--- config.mk ---
export PLATFORM = sky130hd
export DESIGN_NAME = ase_cfg
export DESIGN_NICKNAME = d
export VERILOG_FILES = /design/src/ase_pkg.sv /design/src/ase_cfg.sv
export SDC_FILE = /design/constraint.sdc
export NUM_CORES = 1
export LEC_CHECK = 0
export BUFFER_PORTS_ARGS = -buffer_cell sky130_fd_sc_hd__buf_4
export CORE_MARGIN = 5
export CORE_UTILIZATION = 32
export DETAILED_ROUTE_END_ITERATION = 16
export PLACE_DENSITY = 0.78
export SYNTH_ARGS = -nofsm -noshare
export SYNTH_HDL_FRONTEND = slang
export SYNTH_SLANG_ARGS = --single-unit
--- constraint.sdc ---
create_clock -name i_clk -period 0.9 [get_ports i_clk]
set_input_delay 0.09 -clock i_clk [delete_from_list [all_inputs] [get_ports i_clk]]
set_output_delay 0.09 -clock i_clk [all_outputs]
set_load 0.02 [all_outputs]
--- src/ase_pkg.sv ---
package ase_pkg;

    localparam int DEPTH_DEF = 256;
    localparam int WIDTH_DEF = 32;

    localparam int COUNT_W = 9;
    localparam int MODE_W  = 2;
    localparam int VALUE_W = 32;
    localparam int INDEX_W = 8;
    localparam int ADDR_W  = 3;
    localparam int DATA_W  = 32;

    localparam logic REG_ELEM_COUNT  = 1'b0;
    localparam logic REG_SEARCH_MODE = 1'b1;

    localparam logic [MODE_W-1:0] MODE_LINEAR = 2'd0;
    localparam logic [MODE_W-1:0] MODE_BIDIR  = 2'd1;
    localparam logic [MODE_W-1:0] MODE_BINARY = 2'd2;

    localparam logic OP_WRITE  = 1'b0;
    localparam logic OP_SEARCH = 1'b1;

    typedef enum logic [3:0] {
        S_IDLE,
        S_LIN,
        S_BID_LO,
        S_BID_HI,
        S_BIN_MID,
        S_BIN_RM,
        S_BIN_RL,
        S_BIN_RH,
        S_BIN_CHK,
        S_DONE
    } t_state;

    typedef enum logic [1:0] {
        RD_LO,
        RD_HI,
        RD_MID
    } t_rd_sel;

    typedef struct packed {
        logic    start;
        logic    write;
        t_rd_sel rd_sel;
        logic    lin_adv;
        logic    bid_adv;
        logic    mid_calc;
        logic    mid_cap;
        logic    bin_upd;
    } t_dp_cmd;

    typedef struct packed {
        logic span_ok;
        logic eq;
        logic mid_eq;
    } t_dp_sts;

endpackage

--- src/ase_cfg.sv ---
module ase_cfg (
    input  logic                              i_clk,
    input  logic                              i_rst_n,
    input  logic                              i_psel,
    input  logic                              i_penable,
    input  logic                              i_pwrite,
    input  logic [ase_pkg::ADDR_W-1:0]        i_paddr,
    input  logic [ase_pkg::DATA_W-1:0]        i_pwdata,
    output logic [ase_pkg::DATA_W-1:0]        o_prdata,
    output logic                              o_pready,
    output logic [ase_pkg::COUNT_W-1:0]       o_count,
    output logic [ase_pkg::MODE_W-1:0]        o_mode
);

    logic [ase_pkg::COUNT_W-1:0] r_count;
    logic [ase_pkg::MODE_W-1:0]  r_mode;
    logic                        wr_en;

    assign o_pready = 1'b1;
    assign wr_en    = i_psel && i_penable && i_pwrite;

    always_ff @(posedge i_clk) begin
        if (!i_rst_n) begin
            r_count <= '0;
            r_mode  <= ase_pkg::MODE_BINARY;
        end else if (wr_en) begin
            case (i_paddr[2])
                ase_pkg::REG_ELEM_COUNT: begin
                    r_count <= i_pwdata[ase_pkg::COUNT_W-1:0];
                end
                ase_pkg::REG_SEARCH_MODE: begin
                    r_mode <= i_pwdata[ase_pkg::MODE_W-1:0];
                end
                default: begin
                end
            endcase
        end
    end

    always_comb begin
        case (i_paddr[2])
            ase_pkg::REG_ELEM_COUNT:  o_prdata = ase_pkg::DATA_W'(r_count);
            ase_pkg::REG_SEARCH_MODE: o_prdata = ase_pkg::DATA_W'(r_mode);
            default:                  o_prdata = '0;
        endcase
    end

    assign o_count = r_count;
    assign o_mode  = r_mode;

endmodule

# --- Word level (Yosys, flattened, before mapping) ---
# Cells that the tools add are included.
op_classes:
  mux: 1
  bitwise_logic: 1
  n_reduce_logical: 4
ops:
  columns: ["cell", "count"]
  rows:
  - ["$pmux 32 s2", 1]
  - ["$reduce_and 2->1", 2]
  - ["$logic_and 1x1->1", 2]
  - ["$not 1->1", 1]
word_totals:
  ff_bits: 11
  out_inout_bits: 44
  word_cells: 8

# --- Logic depth before layout (Yosys ltp) ---
logic_depth:
  depth_word: 3
  ltp_mapped: 3
  depth_no_buf: 2

# --- Worst setup path before layout ---
# Ideal clock, no wire load.
synth_path:
  path_type: "reg2out"
  start: "register r_count, in the netlist o_count[6]"
  end: "output o_prdata[6] in the netlist's numbering"
  arrival_time_ps: 805
  required_time_ps: 810
  setup_slack_ps: 5
  stages_incl_launch_ff: 2
  n_path_buf: 0
  cell_sequence: "dfxtp_1 -> nor2b_1"
synth_between:
  elab_chain_len: 1
synth_rtl:
  columns: ["item", "line_no", "source"]
  rows:
  - ["start, declared", "ase_cfg.sv:15", "logic [ase_pkg::COUNT_W-1:0] r_count;"]
  - ["start signal, assigned", "ase_cfg.sv:29", "r_count <= i_pwdata[ase_pkg::COUNT_W-1:0];"]
  - ["$pmux 32 s2", "ase_cfg.sv:41", "case (i_paddr[2])"]
  - ["end, declared", "ase_cfg.sv:9", "output logic [ase_pkg::DATA_W-1:0] o_prdata,"]
# No other way between the ends. The select of a mux whose other input is x is not followed.

# --- Final worst setup path ---
layout_path:
  start: "register r_mode, in the netlist o_mode[1]"
  end: "output o_prdata[1] in the netlist's numbering"
layout_between:
  elab_chain_len: 1
layout_rtl:
  columns: ["item", "line_no", "source"]
  rows:
  - ["start, declared", "ase_cfg.sv:16", "logic [ase_pkg::MODE_W-1:0] r_mode;"]
  - ["start signal, assigned", "ase_cfg.sv:25", "r_mode <= ase_pkg::MODE_BINARY;"]
  - ["start signal, assigned", "ase_cfg.sv:32", "r_mode <= i_pwdata[ase_pkg::MODE_W-1:0];"]
  - ["$pmux 32 s2", "ase_cfg.sv:41", null]
# No other way between the ends. The select of a mux whose other input is x is not followed.

==> summary.txt <==
========================================================================================
Core box area                                                                  2170 um^2
TritonCTS clock tree                                                               built
Post-DR vias/cell                                                                   3.98
Sum of overflow across all layers after global routing                                 0
Overall Global Routing Usage                                                       9.32%
Clock Skew                                                                          0 ns
Post-route DRC                                                                         0
Portion of the clock cycle consumed by the worst path in the final layout           118%
Fmax                                                                           0.941 GHz
Met2 global-route usage                                                            18.4%
Placement-stage cell area                                                       922 um^2
Max_cap viols                                                                          0
Final routed wire length divided by cell count                                   10.7 um
Share of synthesized cell area in and, or, nand and nor gates                      20.2%
Mean post-synth cell area                                                      8.48 um^2
Yosys top cell by area                                                           dfxtp_1
Net count reported at finish                                                         174
Classification of the worst setup path                                           reg2out
Vias after detailed routing                                                          641
CTS Buffer Depth                                                                       2
Via count of the first global-routing pass                                           569
Failing checks                                                              setup timing
Worst-path fanout max                                                                  2
Count of pins on the block boundary                                                   84
Hold-fix buffers at CTS                                                                0
Fraction of synthesized cell area in xor and xnor cells                               0%
Critical path data required time                                                 0.81 ns
Residual antenna-violating net count after detailed routing                            0
Antenna violations before repair                                                       0
Capture instance of the worst register-to-register path                        o_mode[1]
Post-route cell area                                                           1180 um^2
R2R setup slack                                                                  0.08 ns
Met3 usage                                                                         4.98%
Number of synthesized register bits                                                   11
Routability congestion estimate                                                    0.750
Library cell used as clock root buffer                                          clkbuf_4
Sink count of the clock tree                                                          11
Post-synthesis adder-cell area fraction                                               0%
Height of the chip                                                               57.2 um
Total of endpoints with negative setup slack in the final report                      15
Run status                                                                  complete, but fails checks
Number of different library cells in the post-synthesis netlist                       12
Cells on worst reg2reg path                                                            4
GRT Max-Usage Layer                                                                 met2
Worst flop-to-flop path startpoint                                             o_mode[1]
Power, Total                                                                     1.15 mW
H-Tree Depth                                                                           1
Post-synthesis instance area                                                    712 um^2
Global-route wire length before repair                                           2410 um
LEAKAGE                                                                         0.574 nW
Worst voltage drop across the vdd grid                                           1100 uV
Share of the synthesized area in the top cell type                                 30.9%
Largest family of logic cells by synthesized area                           buffers and inverters
Number of iterations in the first detailed-routing pass                                2
Growth of design area from synthesis to finish                                     66.3%
Clock insertion delay at the later pin of the skew report                        0.26 ns
Hold Path End                                                                 o_count[3]
Starting density of the core                                                       32.8%
Areal power density over the cells                                           969 nW/um^2
Number of standard cells after synthesis                                              84
Class of the worst hold path                                                      in2reg
Compound-gate portion of the synthesized area                                         0%
First DRT Iteration DRCs                                                               1
Sequential fraction of the synthesis area                                          30.9%
HPWL after DPL                                                                   1290 um
Final min period                                                                 1.06 ns
Minimum setup slack in the final design                                        -0.163 ns
Worst path arrival time                                                          0.97 ns
Startpoint of the worst hold path                                            i_pwdata[3]
RSZ-0062 raised after global routing                                                true
Kind of launch point of the worst setup path                                    register
Die width                                                                        57.2 um
Fin. Hold Viols                                                                        0
TritonCTS Buffers                                                                      3
Slew Viols, Final                                                                      0
Pin count of the biggest net entering global routing                                  22
Die Footprint                                                                  3270 um^2
Diodes inserted                                                                        0
Top post-synthesis cells by area                                            dfxtp_1 (31%), buf_4 (26%), mux2i_1 (15%)
Type of element capturing the critical path                                  output port
Share of final-layout standard cells stronger than drive strength 1                55.6%
Warnings, synthesis                                                                    0
Clock transition at path regs                                                    0.07 ns
Worst hold path stage count                                                            3
Total number of placement rows                                                        17
Routed wire length                                                               1720 um
GRT met1 Usage                                                                     8.97%
Number of I/O port buffers                                                            34
Portion of netlist area occupied by mux cells                                      18.6%
========================================================================================
==> per-stage QoR <==
step	hold WS (ns)	cells	TNS (ns)	util (%)	worst slack, ns
6_report	0.0705	161	-0.878	54.6	-0.163
5_1_grt	0.0709	161	-1.52	54.6	-0.200
4_1_cts	0.0637	155	-0.965	48.5	-0.180
3_5_place_dp	0.358	146	-0.0258	42.5	-0.0143
3_3_place_gp	0.350	146	0	42.5	0.00986
2_1_floorplan	0.232	106	0	-	0.00495
==> timing repair <==
| item | CTS | global route |
|---|---|---|
| setup buffers | 5 | 7 |
| setup endpoints to repair | 9 | 14 |
| pin swaps | 0 | 0 |
| gates cloned | 0 | 0 |
| gates resized for setup | 24 | 24 |
==> how the worst max path moves through the flow <==
stage | from | slack (ns) | to
after floorplan | o_count[2] | 0.005 | o_prdata[2]
after global placement | i_paddr[2] | 0.01 | o_count[8]
after detailed placement | i_paddr[2] | -0.01 | o_count[7]
after CTS | o_mode[1] | -0.18 | o_prdata[1]
after global routing | o_count[0] | -0.20 | o_prdata[0]
final | o_mode[1] | -0.16 | o_prdata[1]
==> state kept, by name, indices dropped and copies added, names as in the netlist <==
| signal | count |
|---|---|
| o_count | 9 |
| o_mode | 2 |
==> cell families after synthesis <==
family	after synthesis
flip-flops	11
other	2
multiplexers	13
AND/OR/NAND/NOR	30
buffers and inverters	28
==> where the power goes <==
| group | switching (mW) | internal (mW) |
|---|---|---|
| logic | 0.187 | 0.129 |
| clock network | 0.153 | 0.171 |
| registers | 0.00704 | 0.499 |
==> final cells by class <==
type                       instances  area [um^2]
tap                               28         35.0
timing repair buffer              51          465
sequential                        11          234
fill                             206          986
multi-input combinational         67          423
clock buffer                       4         26.3
==> Yosys cell counts, drive strengths merged <==
cell type  instances
and4b              1
buf               27
nand4              1
mux2i             11
mux2               2
nand2             19
nor2b              9
dfxtp             11
conb               2
clkbuf             1
==> placed cells by master (no fill, tap or decap) <==
master,Yosys,layout
and4b_1,1,1
buf_4,25,29
buf_6,1,22
clkbuf_1,1,1
clkbuf_4,0,3
conb_1,2,24
dfxtp_2,0,11
mux2_2,2,1
mux2_4,0,1
mux2i_1,11,11
nand2_1,19,19
nand4_1,1,1
nor2b_1,9,2
nor2b_4,0,7
==> critical path: stages, from the launching register on <==
cell	delay [ns]
dfxtp_2	0.32
mux2_2	0.27
buf_6	0.13
==> per-layer routing <==
layer,part of all wire (%),wire (um),vias to the layer above
li1,-,-,317
met1,35,593,294
met2,56,961,30
met3,9.5,163,0
met4,0,0,0
met5,0,0,-
(Power assumes the default switching activity.)
