--- config.mk ---
export PLATFORM = sky130hd
export DESIGN_NAME = ase_ctrl
export DESIGN_NICKNAME = d
export VERILOG_FILES = /design/src/ase_pkg.sv /design/src/ase_ctrl.sv
export SDC_FILE = /design/constraint.sdc
export NUM_CORES = 1
export LEC_CHECK = 0
export BUFFER_PORTS_ARGS = -buffer_cell sky130_fd_sc_hd__buf_4
export CAP_MARGIN = 20
export CORE_MARGIN = 10
export CORE_UTILIZATION = 45
export DETAILED_ROUTE_END_ITERATION = 12
export GPL_TIMING_DRIVEN = 0
export PLACE_DENSITY = 0.76
export SETUP_SLACK_MARGIN = 0.02
export SLEW_MARGIN = 25
export SYNTH_ARGS = -nofsm -noshare
export SYNTH_HDL_FRONTEND = slang
export SYNTH_SLANG_ARGS = --single-unit
--- constraint.sdc ---
create_clock -name i_clk -period 4.95 [get_ports i_clk]
set_clock_uncertainty 0.15 [all_clocks]
set_input_delay 0.2475 -clock i_clk [delete_from_list [all_inputs] [get_ports i_clk]]
set_output_delay 0.2475 -clock i_clk [all_outputs]
set_load 0.01 [all_outputs]
--- src/ase_pkg.sv ---
package ase_pkg;

    localparam int DEPTH_DEF = 256;
    localparam int WIDTH_DEF = 32;

    localparam int COUNT_W = 9;
    localparam int MODE_W  = 2;
    localparam int VALUE_W = 32;
    localparam int INDEX_W = 8;
    localparam int ADDR_W  = 3;
    localparam int DATA_W  = 32;

    localparam logic REG_ELEM_COUNT  = 1'b0;
    localparam logic REG_SEARCH_MODE = 1'b1;

    localparam logic [MODE_W-1:0] MODE_LINEAR = 2'd0;
    localparam logic [MODE_W-1:0] MODE_BIDIR  = 2'd1;
    localparam logic [MODE_W-1:0] MODE_BINARY = 2'd2;

    localparam logic OP_WRITE  = 1'b0;
    localparam logic OP_SEARCH = 1'b1;

    typedef enum logic [3:0] {
        S_IDLE,
        S_LIN,
        S_BID_LO,
        S_BID_HI,
        S_BIN_MID,
        S_BIN_RM,
        S_BIN_RL,
        S_BIN_RH,
        S_BIN_CHK,
        S_DONE
    } t_state;

    typedef enum logic [1:0] {
        RD_LO,
        RD_HI,
        RD_MID
    } t_rd_sel;

    typedef struct packed {
        logic    start;
        logic    write;
        t_rd_sel rd_sel;
        logic    lin_adv;
        logic    bid_adv;
        logic    mid_calc;
        logic    mid_cap;
        logic    bin_upd;
    } t_dp_cmd;

    typedef struct packed {
        logic span_ok;
        logic eq;
        logic mid_eq;
    } t_dp_sts;

endpackage

--- src/ase_ctrl.sv ---
module ase_ctrl (
    input  logic                         i_clk,
    input  logic                         i_rst_n,
    input  logic                         i_in_valid,
    input  logic                         i_op,
    output logic                         o_in_stall,
    output logic                         o_out_valid,
    input  logic                         i_out_stall,
    output logic                         o_found,
    input  logic [ase_pkg::MODE_W-1:0]   i_mode,
    output ase_pkg::t_dp_cmd             o_cmd,
    input  ase_pkg::t_dp_sts             i_sts
);

    ase_pkg::t_state r_state, n_state;
    logic            r_pend, n_pend;
    logic            r_res, n_res;
    logic            r_out_valid, n_out_valid;
    logic            r_found, n_found;
    logic            out_free;

    assign out_free = !r_out_valid || !i_out_stall;

    always_ff @(posedge i_clk) begin
        if (!i_rst_n) begin
            r_state     <= ase_pkg::S_IDLE;
            r_pend      <= 1'b0;
            r_out_valid <= 1'b0;
        end else begin
            r_state     <= n_state;
            r_pend      <= n_pend;
            r_out_valid <= n_out_valid;
        end
    end

    always_ff @(posedge i_clk) begin
        r_res   <= n_res;
        r_found <= n_found;
    end

    always_comb begin
        n_state     = r_state;
        n_pend      = 1'b0;
        n_res       = r_res;
        n_found     = r_found;
        n_out_valid = r_out_valid && i_out_stall;
        o_cmd       = '0;
        o_cmd.rd_sel = ase_pkg::RD_LO;

        case (r_state)
            ase_pkg::S_IDLE: begin
                if (i_in_valid) begin
                    if (i_op == ase_pkg::OP_WRITE) begin
                        o_cmd.write = 1'b1;
                    end else begin
                        o_cmd.start = 1'b1;
                        case (i_mode)
                            ase_pkg::MODE_LINEAR: n_state = ase_pkg::S_LIN;
                            ase_pkg::MODE_BIDIR:  n_state = ase_pkg::S_BID_LO;
                            default:              n_state = ase_pkg::S_BIN_MID;
                        endcase
                    end
                end
            end
            ase_pkg::S_LIN: begin
                if (r_pend && i_sts.eq) begin
                    n_res   = 1'b1;
                    n_state = ase_pkg::S_DONE;
                end else if (i_sts.span_ok) begin
                    o_cmd.rd_sel  = ase_pkg::RD_LO;
                    o_cmd.lin_adv = 1'b1;
                    n_pend        = 1'b1;
                end else if (!r_pend) begin
                    n_res   = 1'b0;
                    n_state = ase_pkg::S_DONE;
                end
            end
            ase_pkg::S_BID_LO: begin
                if (r_pend && i_sts.eq) begin
                    n_res   = 1'b1;
                    n_state = ase_pkg::S_DONE;
                end else if (i_sts.span_ok) begin
                    o_cmd.rd_sel = ase_pkg::RD_LO;
                    n_pend       = 1'b1;
                    n_state      = ase_pkg::S_BID_HI;
                end else if (!r_pend) begin
                    n_res   = 1'b0;
                    n_state = ase_pkg::S_DONE;
                end
            end
            ase_pkg::S_BID_HI: begin
                if (r_pend && i_sts.eq) begin
                    n_res   = 1'b1;
                    n_state = ase_pkg::S_DONE;
                end else begin
                    o_cmd.rd_sel  = ase_pkg::RD_HI;
                    o_cmd.bid_adv = 1'b1;
                    n_pend        = 1'b1;
                    n_state       = ase_pkg::S_BID_LO;
                end
            end
            ase_pkg::S_BIN_MID: begin
                o_cmd.mid_calc = 1'b1;
                if (i_sts.span_ok) begin
                    n_state = ase_pkg::S_BIN_RM;
                end else begin
                    n_res   = 1'b0;
                    n_state = ase_pkg::S_DONE;
                end
            end
            ase_pkg::S_BIN_RM: begin
                o_cmd.rd_sel = ase_pkg::RD_MID;
                n_state      = ase_pkg::S_BIN_RL;
            end
            ase_pkg::S_BIN_RL: begin
                o_cmd.rd_sel  = ase_pkg::RD_LO;
                o_cmd.mid_cap = 1'b1;
                n_state       = ase_pkg::S_BIN_RH;
            end
            ase_pkg::S_BIN_RH: begin
                o_cmd.rd_sel = ase_pkg::RD_HI;
                if (i_sts.eq || i_sts.mid_eq) begin
                    n_res   = 1'b1;
                    n_state = ase_pkg::S_DONE;
                end else begin
                    n_state = ase_pkg::S_BIN_CHK;
                end
            end
            ase_pkg::S_BIN_CHK: begin
                if (i_sts.eq) begin
                    n_res   = 1'b1;
                    n_state = ase_pkg::S_DONE;
                end else begin
                    o_cmd.bin_upd = 1'b1;
                    n_state       = ase_pkg::S_BIN_MID;
                end
            end
            ase_pkg::S_DONE: begin
                if (out_free) begin
                    n_out_valid = 1'b1;
                    n_found     = r_res;
                    n_state     = ase_pkg::S_IDLE;
                end
            end
            default: begin
                n_state = ase_pkg::S_IDLE;
            end
        endcase
    end

    assign o_in_stall  = (r_state != ase_pkg::S_IDLE);
    assign o_out_valid = r_out_valid;
    assign o_found     = r_found;

    a_search_leaves_idle: assert property (@(posedge i_clk) disable iff (!i_rst_n)
        (r_state == ase_pkg::S_IDLE && i_in_valid && i_op == ase_pkg::OP_SEARCH)
        |=> (r_state != ase_pkg::S_IDLE))
        else $error("search transfer did not start a scan");

    a_write_stays_idle: assert property (@(posedge i_clk) disable iff (!i_rst_n)
        (r_state == ase_pkg::S_IDLE && i_in_valid && i_op == ase_pkg::OP_WRITE)
        |=> (r_state == ase_pkg::S_IDLE && !o_out_valid || r_state == ase_pkg::S_IDLE))
        else $error("write transfer left idle");

    a_result_from_done: assert property (@(posedge i_clk) disable iff (!i_rst_n)
        $rose(o_out_valid) |-> $past(r_state == ase_pkg::S_DONE))
        else $error("result loaded outside done state");

    a_pend_in_scan: assert property (@(posedge i_clk) disable iff (!i_rst_n)
        r_pend |-> (r_state == ase_pkg::S_LIN || r_state == ase_pkg::S_BID_LO ||
                    r_state == ase_pkg::S_BID_HI))
        else $error("read pending outside a scan state");

endmodule

# Word-level counts from Yosys, hierarchy flattened
# Cells that the tools add are included.
[op_classes] muxes=42 n_eq_ne=20 n_reduce_logical=14
[ops] operator="two-way mux 4 bit" count=11
[ops] operator="one-hot mux 4 bit (10 select lines)" count=1
[ops] operator="two-way mux 1 bit" count=24
[ops] operator="equality test 4 x 3 -> 1 bit, second input constant" count=4
[ops] operator="!= test 2 bit, second input constant" count=7
[ops] operator="equality test 4 x 2 -> 1 bit, second input constant" count=2
[ops] operator="equality test 4 bit, second input constant" count=2
[ops] operator="one-hot mux 2 bit (4 select lines)" count=1
[ops] operator="AND reduction 7 bit" count=1
[ops] operator="!= test 3 x 2 -> 1 bit, second input constant" count=2
[ops] operator="one-hot mux 3 bit (2 select lines)" count=1
[ops] operator="one-hot mux 1 bit (5 select lines)" count=1
[ops] operator="nonzero test 5 bit" count=1
[ops] operator="equality test 4 x 1 -> 1 bit, second input constant" count=1
[ops] operator="logical NOT 4 bit" count=1
[ops] operator="two-way mux 2 bit" count=2
[ops] operator="AND reduction 4 bit" count=1
[ops] operator="nonzero test 4 bit" count=1
[ops] operator="!= test 3 bit, second input constant" count=1
[ops] operator="equality test 2 x 1 -> 1 bit, second input constant" count=1
[ops] operator="logical AND 1 bit" count=2
[ops] operator="logical NOT 1 bit" count=2
[ops] operator="logical NOT 2 bit" count=1
[ops] operator="logical OR 1 bit" count=2
[ops] operator="other kinds (3)" count=3
[totals] output_inout_bits=12 register_bits=8 word_cells=81 inputBits=10

# Depth between registers and ports, before layout
[depth] ltp_word=5 ltp_mapped=7 ltp_nobuf=5

# Worst setup path after synthesis
# No wires, ideal clock.
[synth_timing] path_type="reg2reg" from="register r_state[1]" to="register r_res (enable)" slack_ns=3.348 stages_incl_launch_ff=7 t_arrival_ns=1.200 path_buffers=1 required_ns=4.548 cell_sequence="dfxtp_1 > buf_6 > nor2_4 > a22oi_1 > mux2_2 > o311ai_1 > a21oi_1"
[synth_via] elab_chain_len=4 word_cells_on_any_way=15
[synth_lines] item="from (decl)" line_no="ase_ctrl.sv:15" text="ase_pkg::t_state r_state, n_state;"
[synth_lines] item="from (signal assigned)" line_no="ase_ctrl.sv:26" text="r_state <= ase_pkg::S_IDLE;"
[synth_lines] item="from (signal assigned)" line_no="ase_ctrl.sv:30" text="r_state <= n_state;"
[synth_lines] item="equality test 4 x 2 -> 1 bit or equality test 4 x 1 -> 1 bit (tied branches)" line_no="ase_ctrl.sv:50" text="case (r_state)"
[synth_lines] item="OR reduction 2 bit (no source line)"
[synth_lines] item="!= test 3 x 2 -> 1 bit (no source line) or nonzero test 5 bit (tied branches)"
[synth_lines] item="AND reduction 7 bit (no source line) *"
[synth_lines] item="to (signal assigned)" line_no="ase_ctrl.sv:37" text="r_res <= n_res;"
[synth_lines] item="to (decl)" line_no="ase_ctrl.sv:17" text="logic r_res, n_res;"
# Mark *: on every way between the ends. The rest lies on a longest branch, timed or not.
# A chain may end at the register's enable or synchronous reset.

==> summary.md <==
| Metric | Value |
|---|---|
| CTS tree | `done` |
| Via density | `5.94` |
| Cts hold-fix bufs | `0` |
| Max IR drop VDD | `0.287 mV` |
| Worst-Margin Slew | `0.399 ns` |
| CTS resizes | `0` |
| Final hold vios | `0` |
| Crit path required time | `4.55 ns` |
| CP delay by family, top | `simple AND/OR/NAND/NOR gates` |
| Post-DP HPWL | `1700 um` |
| Post-synth ARST share | `0%` |
| Primary FF master, synth | `dfxtp_1` |
| Slew Limit Fails | `0` |
| Max Root-Sink Buffers | `2` |
| Clock power share | `10.4%` |
| Slew HR | `73.2%` |
| Ant diodes | `0` |
| EDFF count, synth | `2` |
| Initial antenna violation count | `0` |
| Yosys top cell area share | `15.7%` |
| Io pins | `22` |
| Fraction of layout cells with a size suffix above 1 | `28.9%` |
| Worst setup EP type | `primary output` |
| Final min period | `1.93 ns` |
| DR DRC count | `0` |
| Cell count after synthesis | `105` |
| Cell breakdown of the critical path | `buf_6 > buf_2 > nor3_1 > nand2_1 > nor2_1 > buf_4` |
| Gr usage total | `12.5%` |
| Area contributors post-synth | `dfxtp_1 (16%), edfxtp_1 (7.8%), a21oi_1 (7.2%)` |
| Synth Register Bits | `8` |
| Post-route ant nets | `0` |
| Sw Ratio | `46.5%` |
| # port buffers | `20` |
| Core Rows | `14` |
| Register area | `180 um^2` |
| Num CTS Buffers | `3` |
| Clock Root Buffer | `clkbuf_4` |
| Synth cell types | `43` |
| Mean Syn Cell Area | `7.29 um^2` |
| Die Ht | `61.3 um` |
| Die area | `3750 um^2` |
| Flop pwr share | `20.7%` |
| Final worst path period share | `39.0%` |
| Grt total ovfl | `0` |
| Setup bufs post-CTS | `0` |
| RSZ-0062 raised after global routing | `false` |
| Post-synth net total | `115` |
| Core area | `1560 um^2` |
| Setup total negative slack | `0 ns` |
| First-pass GRT wire length | `3620 um` |
| Final Net Count | `140` |
| P_sw | `233 uW` |
| Clk_lat worst skew | `0.26 ns` |
| Htree depth | `1` |
| Seq/Total Area, Yosys | `23.5%` |
| HP Class | `in -> reg` |
| Clk sinks | `8` |
| Yosys Warn Count | `0` |
| CP Buf/Inv Count | `3` |
| CP peak stage delay | `0.31 ns` |
| Pint | `269 uW` |
| Filler cell count in the final layout | `153` |
| DR pass1 iterations | `4` |
| Die Wd | `61.3 um` |
| Reg clk slew, reported paths | `0.05 ns` |
| Initial cell density of the core | `49.1%` |
| WL/cell | `15.5 um` |
| Crit path setup slack, layout | `3.02 ns` |
| Number of global-route vias before repair | `783` |
| Setup WS pre-CTS | `3.18 ns` |
| Gpl congestion | `0.956` |
| Initial DRC Count | `48` |
| Area Overhead vs Synth | `25.2%` |
| Crit Path Max Fanout | `10` |
| Pin count of the biggest net entering global routing | `11` |
| Status | `finished, final reports clean` |
| Combinational Power Share | `68.9%` |
| CP max stage cell | `nor3_1` |
| DRT Wirelength | `2230 um` |
| # setup viols final | `0` |
| Critical Path Source Type | `flip-flop` |
| Post-synthesis cell area | `766 um^2` |
| Max-cap viol count | `0` |
| Leakage Power | `0.000402 uW` |
| P per Cell Area | `524 nW/um^2` |
| CP Data Arrival Time | `1.53 ns` |
| Kind of critical path | `reg -> out` |
| Multi-input logic area | `510 um^2` |
| Area leader, netlist | `dfxtp_1` |
| Via Count | `856` |
| Max Clk Rate | `518 MHz` |
## power by group through the flow
stage	Sequential (uW)	Clock [uW]	Combinational, uW
floorplan	102	0	253
global placement	104	0	337
detailed placement	105	0	343
CTS	104	52.2	344
global route	106	56.4	383
finish	104	52.2	346
## area by class of cell
cell class,instances,area share (%)
Tap cell,16,2.09
Clock buffer,3,2.35
Inverter,3,1.17
Timing Repair Buffer,20,15.7
Buffer,8,6.66
Multi-Input combinational cell,86,53.3
Sequential cell,8,18.8
## Yosys cell counts, types with 2 or more instances
cell type and instances:
a21oi_1 11, a22oi_1 2, a31oi_1 3, buf_2 3, buf_4 2, buf_6 3, dfxtp_1 6, edfxtp_1 2
inv_1 3, nand2_1 14, nand2b_1 2, nand3_1 4, nor2_1 14, nor3_1 3, o21ai_0 5
## metrics by stage
stage                     instance area (um^2)  util (%)  hold WS (ns)  std cells  total power [uW]
after floorplan                            766         -         0.248        105               355
after global placement                     936      60.0         0.259        141               441
after detailed placement                   936      60.0         0.256        141               448
after CTS                                  958      61.5         0.128        144               500
after global routing                       958      61.5         0.138        144               545
final                                      958      61.5         0.130        144               502
## path summary, 6_finish.rpt
path                           startpoint                      end  slack [ns]  depth (start not counted)
hold / removal                    i_rst_n  r_state[0]$_SDFFE_PN0P_        0.13                          3
setup reg to reg  r_state[1]$_SDFFE_PN0P_          r_res$_DFFE_PP_        3.16                          6
hold reg to reg           r_res$_DFFE_PP_        o_found$_DFFE_PP_        0.29                          0
setup / recovery  r_state[1]$_SDFFE_PN0P_                 o_cmd[0]        3.02                          6
## layer usage
| metal | global-route usage (%) | wire (um) | up-vias |
|---|---|---|---|
| met5 | 0 | 0 | - |
| met1 | 14.8 | 928 | 394 |
| met3 | 5.14 | 204 | 0 |
| met2 | 21.2 | 1090 | 31 |
| met4 | 1.30 | 0 | 0 |
| li1 | - | - | 431 |
## cells in the final DEF, fill, tap and decap left out, types with 2 or more instances in the layout
cell / instances
a31oi_1: 3
edfxtp_1: 2
nand3_1: 4
nand2_1: 14
dfxtp_1: 6
nor3_1: 3
clkbuf_4: 3
a22oi_1: 2
inv_1: 3
o21ai_0: 5
nand2b_1: 2
buf_4: 22
a21oi_1: 11
buf_6: 3
nor2_1: 14
buf_2: 3
## flip-flops by register name, summed over array words and instances, names as in the netlist
signal / count
o_found: 1
r_res: 1
r_state: 4
r_pend: 1
o_out_valid: 1
## cells by family after synthesis
| kind of cell | Yosys count | share of synthesized area (%) |
|---|---|---|
| compound gates | 32 | 27.6 |
| xor+xnor | 1 | 1.14 |
| fa+ha+maj | 1 | 1.31 |
| buf+inv | 11 | 9.80 |
| flops | 8 | 23.5 |
| mux | 1 | 1.47 |
| simple gates | 51 | 35.1 |
## worst reg2reg max path: stages, from the launching register on
cell and delay (ns):
dfxtp_1 0.30, buf_6 0.14, nor2_4 0.21, a22oi_1 0.13, mux2_2 0.28, o311ai_1 0.25
a21oi_1 0.09
No activity file was read; power rests on OpenSTA's default activity.
